===== config.mk =====
export PLATFORM = sky130hd
export DESIGN_NAME = pgg_ctrl
export DESIGN_NICKNAME = d
export VERILOG_FILES = /design/src/pgg_pkg.sv /design/src/pgg_ctrl.sv
export SDC_FILE = /design/constraint.sdc
export NUM_CORES = 1
export LEC_CHECK = 0
export BUFFER_PORTS_ARGS = -buffer_cell sky130_fd_sc_hd__buf_2
export CAP_MARGIN = 10
export CORE_AREA = 10 10 51 53
export CTS_CLUSTER_SIZE = 14
export DETAILED_ROUTE_END_ITERATION = 8
export DIE_AREA = 0 0 61 63
export SLEW_MARGIN = 20
export SYNTH_ARGS = -nofsm -noshare
export SYNTH_HDL_FRONTEND = slang
export SYNTH_SLANG_ARGS = --single-unit

===== constraint.sdc =====
create_clock -name clk -period 1.5 [get_ports clk]
set_input_delay 0.15 -clock clk [delete_from_list [all_inputs] [get_ports clk]]
set_output_delay 0.15 -clock clk [all_outputs]
set_load 0.02 [all_outputs]

===== src/pgg_pkg.sv =====
// Package for the go-to-goal PID controller.
// Holds shared constants, the arctangent table and controller/datapath structs.
// No dependencies.
package pgg_pkg;

    // Number of CORDIC rotation steps (8..32)
    localparam int CORDIC_STEPS = 16;
    localparam int STEP_W       = 5;

    // Configuration register indexes
    localparam int CFG_IDX_W = 4;
    localparam logic [CFG_IDX_W-1:0] REG_ANGLE_TOL = 4'd0;
    localparam logic [CFG_IDX_W-1:0] REG_DIST_TOL  = 4'd1;
    localparam logic [CFG_IDX_W-1:0] REG_GOAL_X    = 4'd2;
    localparam logic [CFG_IDX_W-1:0] REG_GOAL_Y    = 4'd3;
    localparam logic [CFG_IDX_W-1:0] REG_FINAL_HD  = 4'd4;
    localparam logic [CFG_IDX_W-1:0] REG_GAIN_P    = 4'd5;
    localparam logic [CFG_IDX_W-1:0] REG_GAIN_I    = 4'd6;
    localparam logic [CFG_IDX_W-1:0] REG_GAIN_D    = 4'd7;

    // Phases
    localparam logic [1:0] PH_AIM   = 2'd0;
    localparam logic [1:0] PH_DRIVE = 2'd1;
    localparam logic [1:0] PH_TURN  = 2'd2;
    localparam logic [1:0] PH_END   = 2'd3;

    // Multiplier operand select
    localparam logic [1:0] MSEL_P = 2'd0;
    localparam logic [1:0] MSEL_I = 2'd1;
    localparam logic [1:0] MSEL_D = 2'd2;

    // Command kinds
    localparam logic KIND_ANG = 1'b0;
    localparam logic KIND_LIN = 1'b1;

    // pi in Q30
    localparam logic signed [35:0] PI_Q30 = 36'sd3373259426;

    typedef struct packed {
        logic [14:0]        ang_tol;
        logic [30:0]        dist_tol;
        logic signed [31:0] goal_x;
        logic signed [31:0] goal_y;
        logic signed [15:0] final_heading;
        logic signed [15:0] gain_p;
        logic signed [15:0] gain_i;
        logic signed [15:0] gain_d;
    } cfg_t;

    typedef struct packed {
        logic       load;
        logic       cor_start;
        logic       cor_sel;     // 0 quaternion, 1 goal delta
        logic       cap_head;
        logic       cap_bear;
        logic       sq_start;
        logic       err;
        logic       mul;
        logic [1:0] mul_sel;
        logic       acc;
        logic       fin;
        logic [1:0] phase;
    } cmd_t;

    typedef struct packed {
        logic cor_busy;
        logic sq_busy;
        logic done;
    } sts_t;

    // atan(2^-i) in Q30
    function automatic logic [30:0] atan_q30(input logic [STEP_W-1:0] i);
        logic [30:0] v;
        case (i)
            5'd0:    v = 31'd843314857;
            5'd1:    v = 31'd497837829;
            5'd2:    v = 31'd263043837;
            5'd3:    v = 31'd133525159;
            5'd4:    v = 31'd67021687;
            5'd5:    v = 31'd33543516;
            5'd6:    v = 31'd16775851;
            5'd7:    v = 31'd8388437;
            5'd8:    v = 31'd4194283;
            5'd9:    v = 31'd2097149;
            5'd10:   v = 31'd1048576;
            5'd11:   v = 31'd524288;
            5'd12:   v = 31'd262144;
            5'd13:   v = 31'd131072;
            5'd14:   v = 31'd65536;
            5'd15:   v = 31'd32768;
            5'd16:   v = 31'd16384;
            5'd17:   v = 31'd8192;
            5'd18:   v = 31'd4096;
            5'd19:   v = 31'd2048;
            5'd20:   v = 31'd1024;
            5'd21:   v = 31'd512;
            5'd22:   v = 31'd256;
            5'd23:   v = 31'd128;
            5'd24:   v = 31'd64;
            5'd25:   v = 31'd32;
            5'd26:   v = 31'd16;
            5'd27:   v = 31'd8;
            5'd28:   v = 31'd4;
            5'd29:   v = 31'd2;
            5'd30:   v = 31'd1;
            default: v = 31'd0;
        endcase
        return v;
    endfunction

endpackage


===== src/pgg_ctrl.sv =====
// Controller: sequences one odometry transaction through the datapath and
// tracks the phase. Depends on pgg_pkg.
module pgg_ctrl (
    input  logic           clk,
    input  logic           rst_n,
    input  logic           in_valid,
    output logic           in_ready,
    output logic           out_valid,
    input  logic           out_ready,
    input  pgg_pkg::sts_t  sts,
    output pgg_pkg::cmd_t  cmd
);

    localparam logic [3:0] S_IDLE  = 4'd0;
    localparam logic [3:0] S_HEAD  = 4'd1;
    localparam logic [3:0] S_HWAIT = 4'd2;
    localparam logic [3:0] S_BEAR  = 4'd3;
    localparam logic [3:0] S_BWAIT = 4'd4;
    localparam logic [3:0] S_SQ    = 4'd5;
    localparam logic [3:0] S_SWAIT = 4'd6;
    localparam logic [3:0] S_ERR   = 4'd7;
    localparam logic [3:0] S_M0    = 4'd8;
    localparam logic [3:0] S_M1    = 4'd9;
    localparam logic [3:0] S_M2    = 4'd10;
    localparam logic [3:0] S_M3    = 4'd11;
    localparam logic [3:0] S_FIN   = 4'd12;
    localparam logic [3:0] S_OUT   = 4'd13;

    logic [3:0] state_reg, state_next;
    logic [1:0] phase_reg, phase_next;

    assign in_ready  = (state_reg == S_IDLE);
    assign out_valid = (state_reg == S_OUT);

    // Next state and datapath commands
    always_comb
    begin
        state_next = state_reg;
        phase_next = phase_reg;
        cmd        = '0;
        cmd.phase  = phase_reg;
        case (state_reg)
            S_IDLE:
            begin
                if (in_valid)
                begin
                    cmd.load = 1'b1;
                    if (phase_reg == pgg_pkg::PH_DRIVE)
                        state_next = S_SQ;
                    else if (phase_reg != pgg_pkg::PH_END)
                        state_next = S_HEAD;
                end
            end
            S_HEAD:
            begin
                cmd.cor_start = 1'b1;
                state_next    = S_HWAIT;
            end
            S_HWAIT:
            begin
                if (!sts.cor_busy)
                begin
                    cmd.cap_head = 1'b1;
                    state_next   = (phase_reg == pgg_pkg::PH_AIM) ? S_BEAR : S_ERR;
                end
            end
            S_BEAR:
            begin
                cmd.cor_start = 1'b1;
                cmd.cor_sel   = 1'b1;
                state_next    = S_BWAIT;
            end
            S_BWAIT:
            begin
                if (!sts.cor_busy)
                begin
                    cmd.cap_bear = 1'b1;
                    state_next   = S_ERR;
                end
            end
            S_SQ:
            begin
                cmd.sq_start = 1'b1;
                state_next   = S_SWAIT;
            end
            S_SWAIT:
            begin
                if (!sts.sq_busy)
                    state_next = S_ERR;
            end
            S_ERR:
            begin
                cmd.err    = 1'b1;
                state_next = S_M0;
            end
            S_M0:
            begin
                cmd.mul     = 1'b1;
                cmd.mul_sel = pgg_pkg::MSEL_P;
                state_next  = S_M1;
            end
            S_M1:
            begin
                cmd.mul     = 1'b1;
                cmd.mul_sel = pgg_pkg::MSEL_I;
                cmd.acc     = 1'b1;
                state_next  = S_M2;
            end
            S_M2:
            begin
                cmd.mul     = 1'b1;
                cmd.mul_sel = pgg_pkg::MSEL_D;
                cmd.acc     = 1'b1;
                state_next  = S_M3;
            end
            S_M3:
            begin
                cmd.acc    = 1'b1;
                state_next = S_FIN;
            end
            S_FIN:
            begin
                cmd.fin    = 1'b1;
                state_next = S_OUT;
                if (sts.done)
                    phase_next = phase_reg + 1'b1;
            end
            S_OUT:
            begin
                if (out_ready)
                    state_next = S_IDLE;
            end
            default:
            begin
                state_next = S_IDLE;
            end
        endcase
    end

    always_ff @(posedge clk or negedge rst_n)
    begin
        if (!rst_n)
        begin
            state_reg <= S_IDLE;
            phase_reg <= pgg_pkg::PH_AIM;
        end
        else
        begin
            state_reg <= state_next;
            phase_reg <= phase_next;
        end
    end

endmodule


Word level (Yosys, flattened, before mapping)
Cells that the tools add are included.
{ "totals": {"out_inout_bits": 16, "inputBits": 7, "reg_bits": 6, "wordCells": 51} }
{ "classes": {"n_eq_ne": 21, "mux": 21, "add_sub_neg": 1, "reduce_logical": 6} }
{ "op_table": {"columns": ["cell", "n"], "rows": [
  ["4-bit one-hot mux with 14 select lines", 1],
  ["4-bit 2-to-1 mux", 7],
  ["4-bit == test (second input constant)", 6],
  ["4-bit by 3-bit == test with 1-bit output (second input constant)", 4],
  ["1-bit 2-to-1 mux", 11],
  ["2-bit != test (second input constant)", 5],
  ["3-bit one-hot mux with 3 select lines", 1],
  ["4-bit by 2-bit == test with 1-bit output (second input constant)", 2],
  ["6-bit AND reduction", 1],
  ["4-bit by 1-bit == test with 1-bit output (second input constant)", 1],
  ["4-bit zero test", 1],
  ["3-bit 2-to-1 mux", 1],
  ["3-bit by 1-bit != test with 1-bit output (second input constant)", 1],
  ["3-bit OR reduction", 1],
  ["2-bit by 1-bit adder with 2-bit output (second input constant)", 1],
  ["2-bit by 1-bit == test with 1-bit output (second input constant)", 1],
  ["2-bit zero test", 1],
  ["2-bit by 1-bit != test with 1-bit output (second input constant)", 1],
  ["2-bit AND reduction", 1],
  ["2-bit OR reduction", 1]
]} }

Depth between registers and ports, before layout
Gate-level depths: netlist of run 1.
{ "logic_depth": {"word_depth": 5, "mapped_depth": 5, "ltp_nobuf": 5} }

Least setup slack after synthesis of run 1
OpenSTA, ideal clock, no wires.
{ "synth_timing": {"path_type": "register -> output", "start": "register state_reg[2]", "end": "output cmd[13] (netlist bit)", "t_required_ns": 1.350, "setup_slack_ns": -0.065, "arrival_ns": 1.415, "path_stages_with_launch": 4, "n_path_buf": 1, "cell_sequence": "dfrtp_1 > clkbuf_8 > nor4_2 > and2_1"} }
{ "synth_rtl": {"columns": ["element", "line_no", "source"], "rows": [
  ["start: declaration", "pgg_ctrl.sv:29", "logic [3:0] state_reg, state_next;"],
  ["start signal: assignment", "pgg_ctrl.sv:149", "state_reg <= state_next;"],
  ["end: declaration", "pgg_ctrl.sv:11", "output pgg_pkg::cmd_t cmd"]
]} }

==> results of run 1 <==
[kinds of logic (layout without fill, tap and decap cells)]
kind of cell               count (synthesis)  count (layout)  synth area share, %
muxes                                      2               2                 3.80
DFF                                        6               6                 26.8
xor gates and xnor gates                   1               1                 1.57
adders and majority gates                  3               3                 6.71
buffers and inverters                     10              42                 13.0
and+or+nand+nor                           30              30                 30.4
AOI/OAI and AO/OA                         15              15                 17.7
[repair_timing]
| action | CTS | global route |
|---|---|---|
| hold buffers | 1 | 0 |
| endpoints found under the setup margin | 10 | 9 |
| hold endpoints to repair | 6 | 0 |
| buffers inserted | 1 | 3 |
| pin swaps | 1 | 1 |
| gates resized for setup | 9 | 8 |
[cell type report]
| type | instances | share of cell area, % |
|---|---|---|
| flip-flops and latches | 6 | 18.6 |
| well taps | 17 | 2.56 |
| clock buffers | 3 | 2.71 |
| multi-input cells | 51 | 45.2 |
| inverters | 6 | 2.71 |
| repair buffers | 33 | 28.2 |
[cell usage after synthesis, drive strengths merged]
cell | instances | area, um2
a31oi | 1 | 6.26
and2 | 1 | 6.26
o21ai | 5 | 25.0
buf | 2 | 22.5
or3b | 1 | 8.76
and2b | 2 | 16.3
clkbuf | 2 | 27.5
a21oi | 3 | 18.8
nor2 | 8 | 30.0
nand2 | 6 | 22.5
dfrtp | 6 | 150
and4bb | 1 | 12.5
a311oi | 2 | 17.5
a221oi | 1 | 8.76
nor3 | 4 | 20.0
nor3b | 1 | 7.51
ha | 3 | 37.5
or2b | 1 | 8.76
inv | 6 | 22.5
mux2 | 1 | 11.3
a21o | 1 | 7.51
nand4 | 1 | 6.26
and3 | 1 | 6.26
xnor2 | 1 | 8.76
nor4 | 3 | 25.0
a211oi | 2 | 15.0
mux2i | 1 | 10.0
[per-layer routing]
layer	part of all wire, %	vias up	wire length [um]
li1	-	302	-
met1	38	286	666
met3	6.1	4	108
met2	55	16	963
met5	0	-	0
met4	1.1	0	20
[worst min-delay path by stage]
| stage | from | end | slack [ns] | cells after the start |
|---|---|---|---|---|
| floorplan | rst_n | phase_reg[0] | -0.15 | 0 |
| global placement | rst_n | state_reg[3] | -0.02 | 1 |
| detailed placement | rst_n | state_reg[3] | -0.02 | 1 |
| CTS | rst_n | phase_reg[0] | 0.25 | 2 |
| global route | rst_n | phase_reg[0] | 0.26 | 2 |
| finish | sts[0] | phase_reg[0] | 0.26 | 3 |
[power by group through the flow]
stage / Clock [mW] / Combinational [mW] / Sequential, mW
after floorplan: 0 / 0.796 / 0.366
after global placement: 0 / 1.02 / 0.395
after detailed placement: 0 / 1.04 / 0.398
after CTS: 0.154 / 1.11 / 0.399
after global routing: 0.172 / 1.41 / 0.398
final: 0.145 / 1.27 / 0.381
[worst min-delay path, cell delays in order]
cell and delay, ns:
buf_2 0.10, nand4_1 0.13, xnor2_1 0.08
[per-stage QoR]
step                hold WS [ns]  setup slack, ns  power (mW)  utilization [%]
global placement         -0.0203            0.141        1.41             42.0
finish                     0.258           0.0249        1.80             50.2
detailed placement       -0.0184           0.0485        1.44             42.0
floorplan                 -0.146           0.0453        1.16                -
global route               0.259          -0.0532        1.98             50.2
CTS                        0.251           0.0161        1.66             46.1
==> out/results.md, run 1 <==
| Quantity | Value |
|:---|:---|
| Outcome | completed |
| Cell count after placement | 108 |
| Setup repair after global routing missed its margin | true |
| Number of filler cells placed in the layout | 166 |
| Total buffers and inverters traversed by the critical path | 2 |
| Starting Density | 33.9% |
| Horizontal die dimension | 61 um |
| Via count | 608 |
| Maximum clock path buffer count | 2 |
| Largest register FFs | 4 |
| Slew margin rel. | 79.9% |
| Power per Cell Area | 2170 nW/um2 |
| Sequential Power Share | 21.2% |
| Number of top-level pins | 23 |
| Worst setup EP type | output pin |
| Worst-path cell with the longest stage delay | dfrtp_2 |
| Area taken by flip-flops and latches | 154 um2 |
| Class of the most critical setup path | reg2out |
| Number of levels the H-tree was split into | 1 |
| Average cell area after synthesis | 8.35 um2 |
| M1 GR Usage | 9.46% |
| Worst EP required | 1.35 ns |
| Crit path depth | 4 |
| Tot GR Track Use | 9.34% |
| Startpoint types | flop |
| Per-cell routed wire length | 15.2 um |
| Routability Congestion | 0.806 |
| Top Usage Layer GRT | met2 |
| DRC Markers | 0 |
| Number of sinks driven by the clock tree | 6 |
| Combinational fraction of design power | 70.7% |
| Cell leakage power | 0.404 nW |
| Psw | 0.880 mW |
| Capture instance of the worst register-to-register path | state_reg[0] |
| Detail-routed via count per cell | 5.24 |
| Total of max-cap violations | 0 |
| Sum of negative setup slack | 0 ns |
| Met3 layer usage reported by global route | 4.07% |
| Area added between synthesis and finish | 48.3% |
| Count of final max-slew check failures | 0 |
| Die outline height | 63 um |
| Number of buffers created by CTS | 3 |
| CP arrival | 1.33 ns |
| Global-route track usage on met2 | 16.1% |
| Multi-input combinational cell area | 375 um2 |
| Worst Tran Pin Value | 0.300 ns |
| Maximum clock frequency | 678 MHz |
| Worst setup path startpoint | state_reg[3] |
| Congestion Overflow GR | 0 |
| Leading cell type in the layout, fill and taps excluded | buf_2 |
| Number of antenna diodes | 0 |
| Synth Register Bits | 6 |
| Initial antenna violation count | 0 |
| Most common cell on crit path | buf_6 |
| Cell Int Power | 0.916 mW |
| Number of warnings printed during yosys synthesis | 0 |
| CTS clk-pin slew, worst paths | 0.05 ns |
| Proportion of layout cells with a drive suffix above 1 | 48.5% |
| Crit path capture | cmd[13] |
| Core outline area | 1650 um2 |
| Switching portion of total power | 49.0% |
| ANT nets after route | 0 |
| Number of failing setup endpoints in the final timing report | 0 |
| Most frequent cells in the layout | buf_2, buf_4, nor2_1, inv_1, nand2_1 |
| Final hold violations | 0 |
| Cells traversed along the worst timing path | buf_6 -> nor4_4 -> and2_4 -> buf_6 |
| Largest net degree at the start of global routing | 15 |
| Number of global-route vias before repair | 652 |
| NumNets Final | 111 |
| Tightest Hold Check Type | in2reg |
| Count of unique library cells instantiated by Yosys | 30 |
| Number of detailed-route iterations in the first pass | 4 |
| Reg-to-reg slack, setup | 0.10 ns |
| Die footprint | 3840 um2 |
| Peak ir drop on the vdd network | 0.00110 V |
| I/O Buffers | 22 |
| Total non-filler cell area in the finished layout | 830 um2 |
| Root cell of the clock tree | clkbuf_4 |
| Worst Skew | 0.00498 ns |
| Wire length of the first global-routing pass | 2880 um |
| Number of placement rows | 15 |
| CTS tree | done |
| Synthesized net count | 77 |
| 1st-iter DRT viols | 9 |
| Total cell area at the placement stage | 694 um2 |
| Top cell family by delay on the critical path | flip-flops |
| Biggest fanout along the worst timing path | 5 |
| Clock insertion delay at the later pin of the skew report | 0.24 ns |
| Maximum single-stage delay on the critical path | 0.43 ns |
| Fin crit share | 98.3% |
| Clock power frac | 8.1% |
| FF-to-FF Start | state_reg[2] |
| Post-Synthesis Cells | 67 |
| Cell count of the worst reg-to-reg path | 4 |
| Sum of net half-perimeters after detailed placement | 1330 um |
| Count of non-filler cells in the finished layout | 116 |
| Fraction of the yosys area taken by sequential cells | 26.8% |
| Final critical path time including I/O delays and setup | 1.48 ns |
| Overall routed net length | 1760 um |
| Synth Cell Area | 559 um2 |
Note: power is estimated with default switching activity, not from simulation.
==> run 2: changes to the inputs <==
- CORE_AREA: 10 10 51 53 -> 5 5 46 48
- DIE_AREA: 0 0 61 63 -> 0 0 51 53
==> run 2 against run 1 <==
  * Worst hold slack improved by 0.0063 ns
  * Sequential power shrank 3%
  * Combinational power barely moved
  * Die area fell by 30%
  * Clock power about the same
  * Critical endpoint is now cmd[10]
  * Largest power group unchanged
  * Highest routed layer is now met3
==> out/results.md, run 2 (synthesized netlist as in run 1, its figures left out) <==
| Quantity | Value | Change |
|:---|:---|:---|
| Worst setup EP type | output pin |  |
| Maximum clock path buffer count | 2 | unchanged |
| Routability Congestion | 0.742 | -8.0% |
| Die outline height | 53 um | -16% |
| Worst Hold Margin | 0.264 ns | +0.00631 ns |
| Power per Cell Area | 2180 nW/um2 | +0.50% |
| FF-to-FF Start | state_reg[1] |  |
| DRC Markers | 0 | unchanged |
| Biggest fanout along the worst timing path | 6 | +1 |
| CTS clk-pin slew, worst paths | 0.05 ns | about the same |
| CP arrival | 1.34 ns | about the same |
| ANT nets after route | 0 | unchanged |
| Starting Density | 33.5% | -0.38 points |
| Overall routed net length | 1550 um | -12% |
| Number of filler cells placed in the layout | 164 | -1.2% |
| Horizontal die dimension | 51 um | -16% |
| Cell count of the worst reg-to-reg path | 4 | unchanged |
| Via count | 614 | +0.99% |
| Count of final max-slew check failures | 0 | unchanged |
| Worst-path cell with the longest stage delay | dfrtp_1 |  |
| Setup repair after global routing missed its margin | true |  |
| Peak ir drop on the vdd network | 0.000842 V | -24% |
| Overall Power | 1.81 mW | +0.65% |
| Class of the most critical setup path | reg2out |  |
| Most common cell on crit path | buf_4 |  |
| Outcome | completed |  |
| Largest net degree at the start of global routing | 9 | -6 |
| Number of placement rows | 15 | unchanged |
| Congestion Overflow GR | 0 | unchanged |
| Detail-routed via count per cell | 5.12 | -2.4% |
| Worst EP required | 1.35 ns | about the same |
| Capture instance of the worst register-to-register path | state_reg[0] |  |
| Number of detailed-route iterations in the first pass | 4 | unchanged |
| Cell leakage power | 0.416 nW | +3.0% |
| Sum of net half-perimeters after detailed placement | 1150 um | -13% |
| Worst setup path startpoint | state_reg[3] |  |
| Cells traversed along the worst timing path | buf_4 -> buf_4 -> nor4_2 -> buf_4 |  |
| Maximum clock frequency | 670 MHz | -1.2% |
| Core outline area | 1670 um2 | +1.1% |
| Total of max-cap violations | 0 | unchanged |
| Wire length of the first global-routing pass | 2610 um | -9.6% |
| Count of non-filler cells in the finished layout | 120 | +3.4% |
| CTS tree | done |  |
| Reg-to-reg slack, setup | 0.10 ns | about the same |
| Worst Tran Pin Value | 0.254 ns | -0.0456 ns |
| Area added between synthesis and finish | 48.5% |  |
| Tot GR Track Use | 12.7% | +3.4 points |
| Number of global-route vias before repair | 590 | -9.5% |
| Proportion of layout cells with a drive suffix above 1 | 51.5% | +3.0 points |
| Number of antenna diodes | 0 | unchanged |
| Number of levels the H-tree was split into | 1 | unchanged |
| Number of failing setup endpoints in the final timing report | 0 | unchanged |
| Number of top-level pins | 23 | unchanged |
| Initial antenna violation count | 0 | unchanged |
| Cell count after placement | 107 | -0.93% |
| Most frequent cells in the layout | buf_2, buf_4, inv_1, nor2_1 |  |
| 1st-iter DRT viols | 10 | +1 |
| Final hold violations | 0 | unchanged |
| Final critical path time including I/O delays and setup | 1.49 ns | +0.0175 ns |
| Tightest Hold Check Type | in2async |  |
| Worst Skew | 0.00488 ns | -0.0000985 ns |
| Per-cell routed wire length | 12.9 um | -15% |
| Largest register FFs | 4 | unchanged |
| I/O Buffers | 22 | unchanged |
| Number of sinks driven by the clock tree | 6 | unchanged |
| Fin crit share | 99.5% | +1.2 points |
| Slew margin rel. | 82.9% | +3.1 points |
| NumNets Final | 115 | +3.6% |
| Die footprint | 2700 um2 | -30% |
| Root cell of the clock tree | clkbuf_4 |  |
| Number of buffers created by CTS | 3 | unchanged |
| Maximum single-stage delay on the critical path | 0.40 ns | -0.03 ns |
| Clock insertion delay at the later pin of the skew report | 0.24 ns | about the same |
| Sum of negative setup slack | 0 ns | unchanged |
| Startpoint types | flop |  |
-- run 2: area by class of cell --
class / instances / area [um2] / area share (%)
multi-input combinational: 51 / 365 / 44.0
timing repair buffer: 37 / 245 / 29.5
sequential: 6 / 154 / 18.5
clock buffer: 3 / 22.5 / 2.71
inverter: 6 / 22.5 / 2.71
tap: 17 / 21.3 / 2.56
-- run 2: how the worst max path moves through the flow --
stage | cells past startpoint | slack, ns | endpoint
finish | 4 | 0.007 | cmd[10]
detailed placement | 3 | 0.08 | phase_reg[1]
floorplan | 2 | 0.05 | cmd[9]
CTS | 4 | -0.01 | cmd[10]
global route | 4 | -0.08 | cmd[13]
global placement | 3 | 0.10 | phase_reg[1]
-- run 2: through the flow --
| step | area [um2] | util (%) | worst slack [ns] |
|---|---|---|---|
| after floorplan | 568 | - | 0.0453 |
| after global placement | 687 | 41.1 | 0.102 |
| after detailed placement | 687 | 41.1 | 0.0820 |
| after CTS | 801 | 47.9 | -0.0135 |
| after global routing | 831 | 49.7 | -0.0793 |
| final | 831 | 49.7 | 0.00740 |
-- run 2: worst max-delay path, delay by kind of cell, from the launching register on --
| family | cells | cell delay, ns |
|---|---|---|
| and+or+nand+nor | 1 | 0.23 |
| DFF | 1 | 0.40 |
| buffers and inverters | 3 | 0.47 |
-- run 2: per-layer routing --
| metal | track usage [%] | share of wire [%] |
|---|---|---|
| met5 | 0 | 0 |
| met3 | 4.23 | 2.8 |
| met1 | 14.8 | 42 |
| met2 | 23.8 | 55 |
| met4 | 0 | 0 |
-- run 2: what timing repair did --
action,4_1_cts,5_1_grt
resized for setup,8,7
setup buffers,8,1
pin swaps,1,3
hold buffers,1,0
endpoints found under the setup margin,7,8
hold endpoints to repair,6,0
-- run 2: report_power, final --
group | total [mW] | leakage, nW | internal (mW) | switching, mW
Combinational | 1.29 | 0.332 | 0.597 | 0.697
Sequential | 0.369 | 0.0701 | 0.252 | 0.117
Clock | 0.145 | 0.0138 | 0.0903 | 0.0552
